==> src/hdl/oaid_pkg.sv <==
// shared types and constants for the ordered list block
// holds request kind codes, controller command and datapath status structs
// no dependencies
package oaid_pkg;

    // fixed field widths
    localparam int unsigned POS_W   = 5;
    localparam int unsigned COUNT_W = 5;
    localparam int unsigned KIND_W  = 2;

    // capacity after reset
    localparam logic [COUNT_W-1:0] CAP_RESET = 5'd10;

    // request kind codes
    localparam logic [KIND_W-1:0] KIND_APPEND = 2'd0;
    localparam logic [KIND_W-1:0] KIND_INSERT = 2'd1;
    localparam logic [KIND_W-1:0] KIND_DELETE = 2'd2;
    localparam logic [KIND_W-1:0] KIND_GET    = 2'd3;

    // memory read address source
    typedef enum logic [2:0] {
        RD_NONE,
        RD_POS,
        RD_LAST,
        RD_PREV,
        RD_NEXT
    } rd_op_t;

    // memory write address and data source
    typedef enum logic [2:0] {
        WR_NONE,
        WR_WORD_AT_POS,
        WR_WORD_AT_COUNT,
        WR_SHIFT_UP,
        WR_SHIFT_DOWN
    } wr_op_t;

    // result word source
    typedef enum logic [1:0] {
        OUT_ZERO,
        OUT_ONES,
        OUT_HELD
    } out_sel_t;

    // fill count update
    typedef enum logic [1:0] {
        CNT_KEEP,
        CNT_INC,
        CNT_DEC
    } cnt_op_t;

    // commands from controller to datapath
    typedef struct packed {
        logic     req_load;
        rd_op_t   rd_op;
        wr_op_t   wr_op;
        logic     hold_load;
        logic     out_load;
        logic     out_ok;
        out_sel_t out_sel;
        cnt_op_t  cnt_op;
    } dp_cmd_t;

    // status from datapath to controller
    typedef struct packed {
        logic [KIND_W-1:0] kind;
        logic              room;
        logic              ins_ok;
        logic              idx_ok;
        logic              pos_is_count;
        logic              rd_at_pos;
        logic              next_in_range;
        logic              out_free;
    } dp_status_t;

endpackage

==> src/hdl/ordered_array_insert_delete.sv <==
// Ordered bounded list of signed words with append, insert, delete and get.
// Channels: s_ (request in), m_ (result out), cfg_ (capacity register write).
// One request gives exactly one result. A request is taken only while the
// block is idle; the result is held in an output register, so a stalled
// m_tready leaves the next request free to be taken and worked on until its
// own result needs that register.
// Append, refused requests and insert at the end of the list go from the
// decide step straight to the result; get first waits for the read of its
// entry; insert elsewhere moves every entry from the position up one place
// higher, and delete moves every later entry one place lower, through the
// entry memory, which moves one entry per cycle. The result is registered
// as the block returns to idle, ready to take the next request.
// Reset (aresetn low, synchronous) empties the list, sets capacity to 10 and
// drops any waiting result; the entry memory itself is not cleared.
// Capacity writes are always taken and should only be made while idle.
// Depends on oaid_pkg, oaid_ctrl and oaid_datapath.
module ordered_array_insert_delete #(
    parameter int unsigned DEPTH      = 16,
    parameter int unsigned WORD_WIDTH = 32
) (
    input  logic                                  aclk,
    input  logic                                  aresetn,
    // capacity register write
    input  logic                                  cfg_valid,
    output logic                                  cfg_ready,
    input  logic [oaid_pkg::COUNT_W-1:0]          cfg_data,
    // request: tdata = position, word_in (from bit 0 up), zero padded
    input  logic                                  s_tvalid,
    output logic                                  s_tready,
    input  logic [((oaid_pkg::POS_W + WORD_WIDTH + 7) / 8) * 8 - 1:0] s_tdata,
    // request: tuser = kind
    input  logic [oaid_pkg::KIND_W-1:0]           s_tuser,
    // result: tdata = word_out, fill (from bit 0 up), zero padded
    output logic                                  m_tvalid,
    input  logic                                  m_tready,
    output logic [((oaid_pkg::COUNT_W + WORD_WIDTH + 7) / 8) * 8 - 1:0] m_tdata,
    // result: tuser = accepted
    output logic [0:0]                            m_tuser
);
    import oaid_pkg::*;

    localparam int unsigned M_TDATA_W = ((COUNT_W + WORD_WIDTH + 7) / 8) * 8;

    dp_cmd_t               cmd;
    dp_status_t            status;
    logic [WORD_WIDTH-1:0] m_word;
    logic                  m_ok;
    logic [COUNT_W-1:0]    m_fill;

    assign cfg_ready = 1'b1;

    oaid_ctrl u_ctrl (
        .aclk    (aclk),
        .aresetn (aresetn),
        .s_valid (s_tvalid),
        .s_ready (s_tready),
        .status  (status),
        .cmd     (cmd)
    );

    oaid_datapath #(
        .DEPTH      (DEPTH),
        .WORD_WIDTH (WORD_WIDTH)
    ) u_datapath (
        .aclk     (aclk),
        .aresetn  (aresetn),
        .cmd      (cmd),
        .status   (status),
        .s_kind   (s_tuser),
        .s_pos    (s_tdata[POS_W-1:0]),
        .s_word   (s_tdata[POS_W +: WORD_WIDTH]),
        .cfg_wr   (cfg_valid),
        .cfg_data (cfg_data),
        .m_ready  (m_tready),
        .m_valid  (m_tvalid),
        .m_word   (m_word),
        .m_ok     (m_ok),
        .m_fill   (m_fill)
    );

    // result packing
    assign m_tdata    = M_TDATA_W'({m_fill, m_word});
    assign m_tuser[0] = m_ok;

endmodule

==> src/hdl/oaid_datapath.sv <==
// datapath of the ordered list: entry memory, fill count, capacity register,
// request and result registers, address generation for the shift sequences
// depends on oaid_pkg
module oaid_datapath #(
    parameter int unsigned DEPTH      = 16,
    parameter int unsigned WORD_WIDTH = 32
) (
    input  logic                          aclk,
    input  logic                          aresetn,
    input  oaid_pkg::dp_cmd_t             cmd,
    output oaid_pkg::dp_status_t          status,
    input  logic [oaid_pkg::KIND_W-1:0]   s_kind,
    input  logic [oaid_pkg::POS_W-1:0]    s_pos,
    input  logic [WORD_WIDTH-1:0]         s_word,
    input  logic                          cfg_wr,
    input  logic [oaid_pkg::COUNT_W-1:0]  cfg_data,
    input  logic                          m_ready,
    output logic                          m_valid,
    output logic [WORD_WIDTH-1:0]         m_word,
    output logic                          m_ok,
    output logic [oaid_pkg::COUNT_W-1:0]  m_fill
);
    import oaid_pkg::*;

    localparam int unsigned AW = (DEPTH > 1) ? $clog2(DEPTH) : 1;

    // entry store, undefined until written
    logic [WORD_WIDTH-1:0] mem [DEPTH];

    logic [COUNT_W-1:0]    cap_reg;
    logic [COUNT_W-1:0]    count_reg;
    logic [COUNT_W-1:0]    count_next;
    logic [KIND_W-1:0]     kind_reg;
    logic [POS_W-1:0]      pos_reg;
    logic [WORD_WIDTH-1:0] word_reg;
    logic [POS_W-1:0]      rd_addr_reg;
    logic [WORD_WIDTH-1:0] rd_data_reg;
    logic [WORD_WIDTH-1:0] held_reg;
    logic                  m_valid_reg;
    logic [WORD_WIDTH-1:0] m_word_reg;
    logic                  m_ok_reg;
    logic [COUNT_W-1:0]    m_fill_reg;

    logic [POS_W-1:0]      rd_addr;
    logic [POS_W-1:0]      wr_addr;
    logic [WORD_WIDTH-1:0] wr_data;
    logic                  rd_en;
    logic                  wr_en;
    logic [POS_W:0]        rd_addr_inc;
    logic [WORD_WIDTH-1:0] out_word;

    function automatic logic [AW-1:0] to_addr(input logic [POS_W-1:0] a);
        logic [AW+POS_W-1:0] wide;
        wide = {{AW{1'b0}}, a};
        return wide[AW-1:0];
    endfunction

    // request checks against fill count and capacity
    always_comb begin
        rd_addr_inc          = {1'b0, rd_addr_reg} + 6'd1;
        status.kind          = kind_reg;
        status.room          = (count_reg < cap_reg) && (32'(count_reg) < DEPTH);
        status.ins_ok        = status.room && (pos_reg <= count_reg);
        status.idx_ok        = pos_reg < count_reg;
        status.pos_is_count  = pos_reg == count_reg;
        status.rd_at_pos     = rd_addr_reg == pos_reg;
        status.next_in_range = rd_addr_inc < {1'b0, count_reg};
        status.out_free      = !m_valid_reg || m_ready;
    end

    // read address select
    always_comb begin
        rd_en   = 1'b1;
        rd_addr = pos_reg;
        case (cmd.rd_op)
            RD_POS:  rd_addr = pos_reg;
            RD_LAST: rd_addr = count_reg - 5'd1;
            RD_PREV: rd_addr = rd_addr_reg - 5'd1;
            RD_NEXT: rd_addr = rd_addr_inc[POS_W-1:0];
            default: rd_en   = 1'b0;
        endcase
    end

    // write address and data select
    always_comb begin
        wr_en   = 1'b1;
        wr_addr = pos_reg;
        wr_data = word_reg;
        case (cmd.wr_op)
            WR_WORD_AT_POS: begin
                wr_addr = pos_reg;
            end
            WR_WORD_AT_COUNT: begin
                wr_addr = count_reg;
            end
            WR_SHIFT_UP: begin
                wr_addr = rd_addr_inc[POS_W-1:0];
                wr_data = rd_data_reg;
            end
            WR_SHIFT_DOWN: begin
                wr_addr = rd_addr_reg - 5'd1;
                wr_data = rd_data_reg;
            end
            default: wr_en = 1'b0;
        endcase
    end

    // next fill count and result word
    always_comb begin
        case (cmd.cnt_op)
            CNT_INC: count_next = count_reg + 5'd1;
            CNT_DEC: count_next = count_reg - 5'd1;
            default: count_next = count_reg;
        endcase
        case (cmd.out_sel)
            OUT_ONES: out_word = '1;
            OUT_HELD: out_word = held_reg;
            default:  out_word = '0;
        endcase
    end

    // entry memory, one write and one registered read per cycle
    always_ff @(posedge aclk) begin
        if (wr_en) begin
            mem[to_addr(wr_addr)] <= wr_data;
        end
        if (rd_en) begin
            rd_data_reg <= mem[to_addr(rd_addr)];
            rd_addr_reg <= rd_addr;
        end
    end

    // request, held word and result registers
    always_ff @(posedge aclk) begin
        if (cmd.req_load) begin
            kind_reg <= s_kind;
            pos_reg  <= s_pos;
            word_reg <= s_word;
        end
        if (cmd.hold_load) begin
            held_reg <= rd_data_reg;
        end
        if (cmd.out_load) begin
            m_word_reg <= out_word;
            m_ok_reg   <= cmd.out_ok;
            m_fill_reg <= count_next;
        end
    end

    // control state: capacity, fill count, result valid
    always_ff @(posedge aclk) begin
        if (!aresetn) begin
            cap_reg     <= CAP_RESET;
            count_reg   <= '0;
            m_valid_reg <= 1'b0;
        end else begin
            if (cfg_wr) begin
                cap_reg <= cfg_data;
            end
            if (cmd.out_load) begin
                count_reg   <= count_next;
                m_valid_reg <= 1'b1;
            end else if (m_ready) begin
                m_valid_reg <= 1'b0;
            end
        end
    end

    assign m_valid = m_valid_reg;
    assign m_word  = m_word_reg;
    assign m_ok    = m_ok_reg;
    assign m_fill  = m_fill_reg;

`ifndef SYNTHESIS
    // a waiting result reports the current fill count
    assert property (@(posedge aclk) disable iff (!aresetn)
        m_valid_reg |-> (m_fill_reg == count_reg))
        else $error("result fill differs from list length");

    // reads only touch live entries
    assert property (@(posedge aclk) disable iff (!aresetn)
        rd_en |-> (rd_addr < count_reg))
        else $error("read beyond list length");

    // writes stay inside the store
    assert property (@(posedge aclk) disable iff (!aresetn)
        wr_en |-> (32'(wr_addr) < DEPTH))
        else $error("write beyond store depth");
`endif

endmodule

==> src/hdl/oaid_ctrl.sv <==
// controller of the ordered list: sequences decide, shift and result steps
// drives datapath commands from datapath status
// depends on oaid_pkg
module oaid_ctrl (
    input  logic                 aclk,
    input  logic                 aresetn,
    input  logic                 s_valid,
    output logic                 s_ready,
    input  oaid_pkg::dp_status_t status,
    output oaid_pkg::dp_cmd_t    cmd
);
    import oaid_pkg::*;

    typedef enum logic [2:0] {
        ST_IDLE,
        ST_DECIDE,
        ST_INS_SHIFT,
        ST_INS_WRITE,
        ST_GET_WAIT,
        ST_DEL_WAIT,
        ST_DEL_SHIFT,
        ST_FINISH
    } state_t;

    state_t   state_reg, state_next;
    logic     fin_ok_reg, fin_ok_next;
    out_sel_t fin_sel_reg, fin_sel_next;
    cnt_op_t  fin_cnt_reg, fin_cnt_next;

    // next state and commands
    always_comb begin
        cmd          = '0;
        state_next   = state_reg;
        fin_ok_next  = fin_ok_reg;
        fin_sel_next = fin_sel_reg;
        fin_cnt_next = fin_cnt_reg;
        s_ready      = 1'b0;
        case (state_reg)
            ST_IDLE: begin
                s_ready      = 1'b1;
                cmd.req_load = s_valid;
                if (s_valid) begin
                    state_next = ST_DECIDE;
                end
            end
            ST_DECIDE: begin
                fin_ok_next  = 1'b0;
                fin_sel_next = OUT_ZERO;
                fin_cnt_next = CNT_KEEP;
                state_next   = ST_FINISH;
                case (status.kind)
                    KIND_APPEND: begin
                        if (status.room) begin
                            cmd.wr_op    = WR_WORD_AT_COUNT;
                            fin_ok_next  = 1'b1;
                            fin_cnt_next = CNT_INC;
                        end
                    end
                    KIND_INSERT: begin
                        if (status.ins_ok) begin
                            fin_ok_next  = 1'b1;
                            fin_cnt_next = CNT_INC;
                            if (status.pos_is_count) begin
                                cmd.wr_op = WR_WORD_AT_POS;
                            end else begin
                                cmd.rd_op  = RD_LAST;
                                state_next = ST_INS_SHIFT;
                            end
                        end
                    end
                    KIND_DELETE: begin
                        if (status.idx_ok) begin
                            cmd.rd_op    = RD_POS;
                            fin_ok_next  = 1'b1;
                            fin_sel_next = OUT_HELD;
                            fin_cnt_next = CNT_DEC;
                            state_next   = ST_DEL_WAIT;
                        end
                    end
                    KIND_GET: begin
                        if (status.idx_ok) begin
                            cmd.rd_op    = RD_POS;
                            fin_ok_next  = 1'b1;
                            fin_sel_next = OUT_HELD;
                            state_next   = ST_GET_WAIT;
                        end else begin
                            fin_sel_next = OUT_ONES;
                        end
                    end
                    default: begin
                        state_next = ST_FINISH;
                    end
                endcase
            end
            // move one entry up per cycle, from the end down to the position
            ST_INS_SHIFT: begin
                cmd.wr_op = WR_SHIFT_UP;
                if (status.rd_at_pos) begin
                    state_next = ST_INS_WRITE;
                end else begin
                    cmd.rd_op = RD_PREV;
                end
            end
            ST_INS_WRITE: begin
                cmd.wr_op  = WR_WORD_AT_POS;
                state_next = ST_FINISH;
            end
            ST_GET_WAIT: begin
                cmd.hold_load = 1'b1;
                state_next    = ST_FINISH;
            end
            // keep the removed word, then start pulling later entries down
            ST_DEL_WAIT: begin
                cmd.hold_load = 1'b1;
                if (status.next_in_range) begin
                    cmd.rd_op  = RD_NEXT;
                    state_next = ST_DEL_SHIFT;
                end else begin
                    state_next = ST_FINISH;
                end
            end
            ST_DEL_SHIFT: begin
                cmd.wr_op = WR_SHIFT_DOWN;
                if (status.next_in_range) begin
                    cmd.rd_op = RD_NEXT;
                end else begin
                    state_next = ST_FINISH;
                end
            end
            // hand the result over once the output register is free
            ST_FINISH: begin
                if (status.out_free) begin
                    cmd.out_load = 1'b1;
                    cmd.out_ok   = fin_ok_reg;
                    cmd.out_sel  = fin_sel_reg;
                    cmd.cnt_op   = fin_cnt_reg;
                    state_next   = ST_IDLE;
                end
            end
            default: begin
                state_next = ST_IDLE;
            end
        endcase
    end

    // state and result summary registers
    always_ff @(posedge aclk) begin
        if (!aresetn) begin
            state_reg   <= ST_IDLE;
            fin_ok_reg  <= 1'b0;
            fin_sel_reg <= OUT_ZERO;
            fin_cnt_reg <= CNT_KEEP;
        end else begin
            state_reg   <= state_next;
            fin_ok_reg  <= fin_ok_next;
            fin_sel_reg <= fin_sel_next;
            fin_cnt_reg <= fin_cnt_next;
        end
    end

`ifndef SYNTHESIS
    // a result is only loaded into a free output register
    assert property (@(posedge aclk) disable iff (!aresetn)
        cmd.out_load |-> status.out_free)
        else $error("result loaded over a waiting result");

    // the list length only changes for a request that was carried out
    assert property (@(posedge aclk) disable iff (!aresetn)
        (state_reg == ST_FINISH && fin_cnt_reg != CNT_KEEP) |-> fin_ok_reg)
        else $error("length change on refused request");

    // a taken request is decided in the next cycle
    assert property (@(posedge aclk) disable iff (!aresetn)
        (s_valid && s_ready) |=> (state_reg == ST_DECIDE))
        else $error("taken request not decided");
`endif

endmodule
==> config.mk <==
export PLATFORM = sky130hd
export DESIGN_NAME = ordered_array_insert_delete
export DESIGN_NICKNAME = d
export VERILOG_FILES = /design/src/hdl/oaid_pkg.sv /design/src/hdl/ordered_array_insert_delete.sv /design/src/hdl/oaid_datapath.sv /design/src/hdl/oaid_ctrl.sv
export SDC_FILE = /design/constraint.sdc
export NUM_CORES = 1
export LEC_CHECK = 0
export ABC_CLOCK_PERIOD_IN_PS = 14300
export BUFFER_PORTS_ARGS = -buffer_cell sky130_fd_sc_hd__buf_2
export CAP_MARGIN = 20
export CORE_MARGIN = 2
export CORE_UTILIZATION = 55
export CTS_BUF_LIST = sky130_fd_sc_hd__clkbuf_2
export DETAILED_ROUTE_END_ITERATION = 12
export PLACE_DENSITY = 0.75
export SETUP_SLACK_MARGIN = 0.4
export SYNTH_ARGS = -nofsm -noshare
export SYNTH_HDL_FRONTEND = slang
export SYNTH_SLANG_ARGS = --single-unit
==> constraint.sdc <==
create_clock -name aclk -period 14.3 [get_ports aclk]
set_input_delay 2.86 -clock aclk [delete_from_list [all_inputs] [get_ports aclk]]
set_output_delay 2.86 -clock aclk [all_outputs]
set_load 0.05 [all_outputs]
* Yosys cells after proc, flatten, opt, wreduce, memory -nomap -nowiden
Memory sizes are Yosys's and may differ from the RTL's. A register that Yosys moved wholly into a read port is not among the register bits.
Index checks and enable logic that the tools add are counted.
** Storage, ports and cells
- Flip-flop bits (word level) :: 133
- Latch bits :: 0
- RAM bits :: 512
- ROM bits :: 0
- Memories kept :: 1
** Cells by class
- Add/subtract/negate cells :: 4
- Multipliers :: 0
- Div/mod/pow operators :: 0
- Order comparisons :: 5
- Equal/unequal tests :: 28
- Shifts and indexed selects :: 0
- Multiplexer cells :: 48
- Bitwise operators :: 0
- Reductions and logical operators :: 16
** Memories
- u_datapath.mem :: words 16, width 32, read ports 1, clocked after Yosys merged registers in 1, wr ports 1, line oaid_datapath.sv:28 : logic [WORD_WIDTH-1:0] mem [DEPTH];
** Operators with widths (number)
- $pmux W32 S2 :: 1
- $mux W32 :: 1
- $mux W3 :: 7
- $pmux W3 S7 :: 1
- $eq A3 B2 Y1 const B :: 6
- $eq A3 B3 Y1 const B :: 6
- $pmux W3 S3 :: 2
- $mux W1 :: 17
- $pmux W5 S3 :: 1
- $mux W2 :: 7
- $mux W6 :: 2
- $pmux W3 S2 :: 2
- $pmux W3 S4 :: 1
- $pmux W4 S3 :: 1
- $eq A5 B5 Y1 :: 2
- $lt A5 B5 Y1 :: 2
- $pmux W5 S2 :: 1
- $reduce_or A2 Y1 :: 5
- $sub A5 B1 Y5 const B :: 2
- $eq A3 B1 Y1 const B :: 3
- $eq A2 B2 Y1 const B :: 4
- $ne A2 B2 Y1 const B :: 4
- $reduce_or A4 Y1 :: 2
- $add A5 B1 Y6 const B :: 1
- 17 further kinds :: 20

* Longest topological paths before layout
- Word-level depth :: 11
- Depth in mapped cells :: 16
- Mapped depth without buffers :: 12

* Hierarchy
From an unflattened synthesis, not the netlist that was laid out.
** Unflattened totals
- Cell total of the unflattened synthesis :: 1821
- Area, all modules :: 27531.4 µm²
** Modules (own cells, without submodules)
- oaid_datapath :: instances 1, cells an instance 1740, area each 26947.1 µm², seq. area each 19979.2 µm²
- oaid_ctrl :: instances 1, cells an instance 75, area each 546.8 µm², seq. area each 160.2 µm²
- ordered_array_insert_delete :: instances 1, cells an instance 6, area each 37.5 µm², seq. area each 0.0 µm²

* Worst setup path after synthesis
OpenSTA, ideal clock, no wires.
- Path type :: in2reg
- From :: input m_tready
- To :: register u_datapath.count_reg[0]
- Arrival time :: 6.324 ns
- Required time :: 14.178 ns
- Setup slack :: 7.855 ns
- Cell stages on the path :: 8
- Buffers on the path :: 1
- Cells stage by stage :: nor2b_1 -> nor2_1 -> nand2_1 -> ha_1 -> clkbuf_1 -> o21bai_1 -> o21ai_0 -> o311a_1
** RTL lines
- from (decl) :: line ordered_array_insert_delete.sv:35 : input logic m_tready,
- to (signal assigned) :: line oaid_datapath.sv:161 : count_reg <= count_next;
- to (decl) :: line oaid_datapath.sv:31 : logic [COUNT_W-1:0] count_reg;

* Worst setup path in the final report
- From :: register u_datapath.rd_addr_reg[0]
- To :: register u_datapath.rd_data_reg[7] (read register of u_datapath.mem) (data pin)
** Between the ends
- Word-level cells in the longest chain between the ends :: 7
** Ends and longest elaborated chain
- from (decl) :: line oaid_datapath.sv:36 : logic [POS_W-1:0] rd_addr_reg;
- from (signal assigned) :: line oaid_datapath.sv:129 : rd_addr_reg <= rd_addr;
- $add A5 B1 Y6 :: line oaid_datapath.sv:60 : rd_addr_inc = {1'b0, rd_addr_reg} + 6'd1;
- $lt A6 B5 Y1 :: line oaid_datapath.sv:67 : status.next_in_range = rd_addr_inc < {1'b0, count_reg};
- $mux W3 :: line oaid_ctrl.sv:115, oaid_ctrl.sv:124
- $pmux W3 S3 :: line oaid_ctrl.sv:38 : case (state_reg)
- $eq A3 B1 Y1 (tied with other cells) :: line oaid_datapath.sv:75 : case (cmd.rd_op)
- $reduce_or A4 Y1 (no line)
- $mux W1 :: line oaid_datapath.sv:75
- to (decl) :: line oaid_datapath.sv:37 : logic [WORD_WIDTH-1:0] rd_data_reg;
Several ways; a longest one is shown, not always the timed one.
A chain may end at the register's enable or synchronous reset.

==> run metrics <==
commonest cells in the netlist=edfxtp_1, mux2i_1, nor2b_1; router iterations before antenna repair=5; worst endpoint required time=15.38 ns; CTS Sinks=677; slowest stage cell, crit path=buf_4; Post-CTS Setup Bufs=0; most common cell in the netlist=edfxtp_1; actual slew at the worst max-slew pin=1.07 ns; Placement Setup Slack=8.25 ns; met2 WL=30100 um; GPL Wtd Cong=0.839; Metal-1 WL=25200 um; ANT nets after route=0; RSZ-0062 raised after global routing=no; Rows=82; fin crit period=6.06 ns; IO Pins=96; switching power=1.48 mW; Die Y-Extent=229 um; final setup vio count=0; initial core utilization=55.6%; largest net degree at the start of global routing=168; crit path DAT=7.15 ns; DIE AREA=52400 um^2; Syn-to-layout area delta=9.10%; layout cells sized above 1=22.5%; Tcrit/Tclk final=42.4%; # resized after CTS=0; initial antenna violation count=2; final instance area=30400 um^2; largest register by flop count=u_datapath.mem; crit start category=flip-flop; max reg flops=512; core box area=50100 um^2; Hold-fix buffers, CTS=0; P_leak=10.9 nW; sequential area share after synthesis=72.4%; WP buf/inv=4; Max Clock Freq=0.165 GHz; Synth cell types=69; sequential power share=52.4%; Final Hold Fails=0; # H-tree levels=4; WL final=61100 um; Hold Path Class=flip-flop to flip-flop; DRC errors left=0; fill count=3819; synthesized cell area=27800 um^2; status=complete, no violations; synthesized flop and latch total=677; wire length per cell=22.9 um; multi-input logic area=7130 um^2; Int Power=3.21 mW; post-place instance area=28900 um^2; Max-slew headroom=28.4%; FF/Latch Area=20100 um^2; 1st-iter DRT viols=1325; Layout Skew=0.0835 ns; total of max-cap violations=0; Synth area leader=edfxtp_1; worst-path cell chain=inv_1 > ha_1 > ha_1 > a21boi_0 > o22ai_1 > o211ai_1 > nand3_1 > a221o_1 > o311ai_4 > buf_4 > buf_4 > buf_4 > mux2i_1 > a22oi_1 > nand3_1; Synthesis Warnings=0; Final nets=1951; Syn Area/Cell=16.6 um^2; ys async rst share=0%; combinational fraction of design power=21.7%; clock-pin slew on the worst setup and hold paths=0.10 ns; die span in x=229 um; first-pass GRT wire length=91000 um; Total Routing Usage GR=23.5%; total negative setup slack=0 ns; CP peak stage delay=0.84 ns; Setup WS post-layout=8.24 ns; cts bufs inserted=169; Synth top area share=71.0%; vias in the first global route=15634; GRT overflow=0; Clk pwr share=25.9%; port bufs=88; CTS tree=done; Root Buffer=clkbuf_2; pwr/cell area=154 nW/um^2; Post-synth EDFFs=658; peak supply drop=106 uV; Slew Limit Fails=0; hpwl dp=31400 um; met3 wire length=4430 um; Post-Syn Instances=1681; Via density=5.82; top layer in use=met4; via count=15502; CP Max Fanout=69; Clock Latency Late Sink=1.34 ns; Max Buffers Root-to-Sink=3; CP endpoint kind=flip-flop; top cells by area, synth=edfxtp_1, mux2i_1, a211o_1; sw frac=31.6%; Most Frequent Cell on Critical Path=buf_4; cell family contributing the most delay on the critical path=buffers and inverters; main flop type after synthesis=edfxtp_1; Crit Path Category=flip-flop to flip-flop
## routing by layer
metal / vias up / GRT usage (%)
met1: 7753 / 30.1
li1: 7047 / -
met2: 599 / 38.9
met3: 103 / 5.91
met4: 0 / 9.21
met5: - / 0
## worst paths after layout
path                                        start                             endpoint  cells after the start  slack [ns]
max           u_datapath.rd_addr_reg[0]$_DFFE_PP_  u_datapath.rd_data_reg[7]$_DFFE_PP_                     15        8.24
min          u_datapath.rd_data_reg[25]$_DFFE_PP_    u_datapath.held_reg[25]$_DFFE_PP_                      0        0.44
max reg2reg   u_datapath.rd_addr_reg[0]$_DFFE_PP_  u_datapath.rd_data_reg[7]$_DFFE_PP_                     15        8.24
min reg2reg  u_datapath.rd_data_reg[25]$_DFFE_PP_    u_datapath.held_reg[25]$_DFFE_PP_                      0        0.44
## cell type report
type	count	share of cell area, %
inverter	30	0.371
clock buffer	240	3.96
antenna	3	0.0247
timing repair buffer	120	2.32
sequential	677	66.3
tap	672	2.77
multi-input combinational	876	23.5
clock inverter	47	0.730
## logic make-up (layout without fill, tap and decap cells)
family	Yosys count	after routing	share of synthesized area, %
adder cells (fa/ha/maj)	25	25	1.12
other	2	7	0.0270
XOR/XNOR	14	14	0.441
AND/OR/NAND/NOR	252	252	4.63
flip-flops	677	677	72.4
buffers and inverters	130	437	2.77
multiplexers	298	298	10.9
AO/OA/AOI/OAI	283	283	7.76
## cell usage in the layout, fill, tap and decap left out, types with 12 or more instances in the layout
cell type and n:
a21oi_1 42, a211oi_1 68, buf_4 30, clkbuf_2 240, mux2_2 32, ha_1 25, mux2i_1 266, edfxtp_1 658
dfxtp_1 19, xnor2_1 12, nor2_4 18, a22oi_1 36, nand2_1 35, buf_2 88, nor2_1 50, inv_1 30
clkinv_1 29, a211o_1 65, nand3_1 37, o21ai_0 14, nor2b_1 80
## stage by stage
step / util [%] / hold WS [ns] / cells / power (mW)
floorplan: - / 0.420 / 1683 / 3.26
global placement: 57.8 / 0.428 / 2375 / 3.48
detailed placement: 57.8 / 0.430 / 2375 / 3.51
CTS: 60.6 / 0.429 / 2662 / 4.72
global route: 60.6 / 0.428 / 2665 / 4.91
finish: 60.6 / 0.439 / 2665 / 4.69
## power groups by stage
| stage | Sequential [mW] | Clock, mW | Combinational, mW |
|---|---|---|---|
| after floorplan | 2.47 | 0 | 0.794 |
| after global placement | 2.50 | 0 | 0.982 |
| after detailed placement | 2.50 | 0 | 1.01 |
| after CTS | 2.45 | 1.25 | 1.02 |
| after global routing | 2.46 | 1.34 | 1.10 |
| final | 2.46 | 1.21 | 1.02 |
Note: power is estimated with default switching activity, not from simulation.
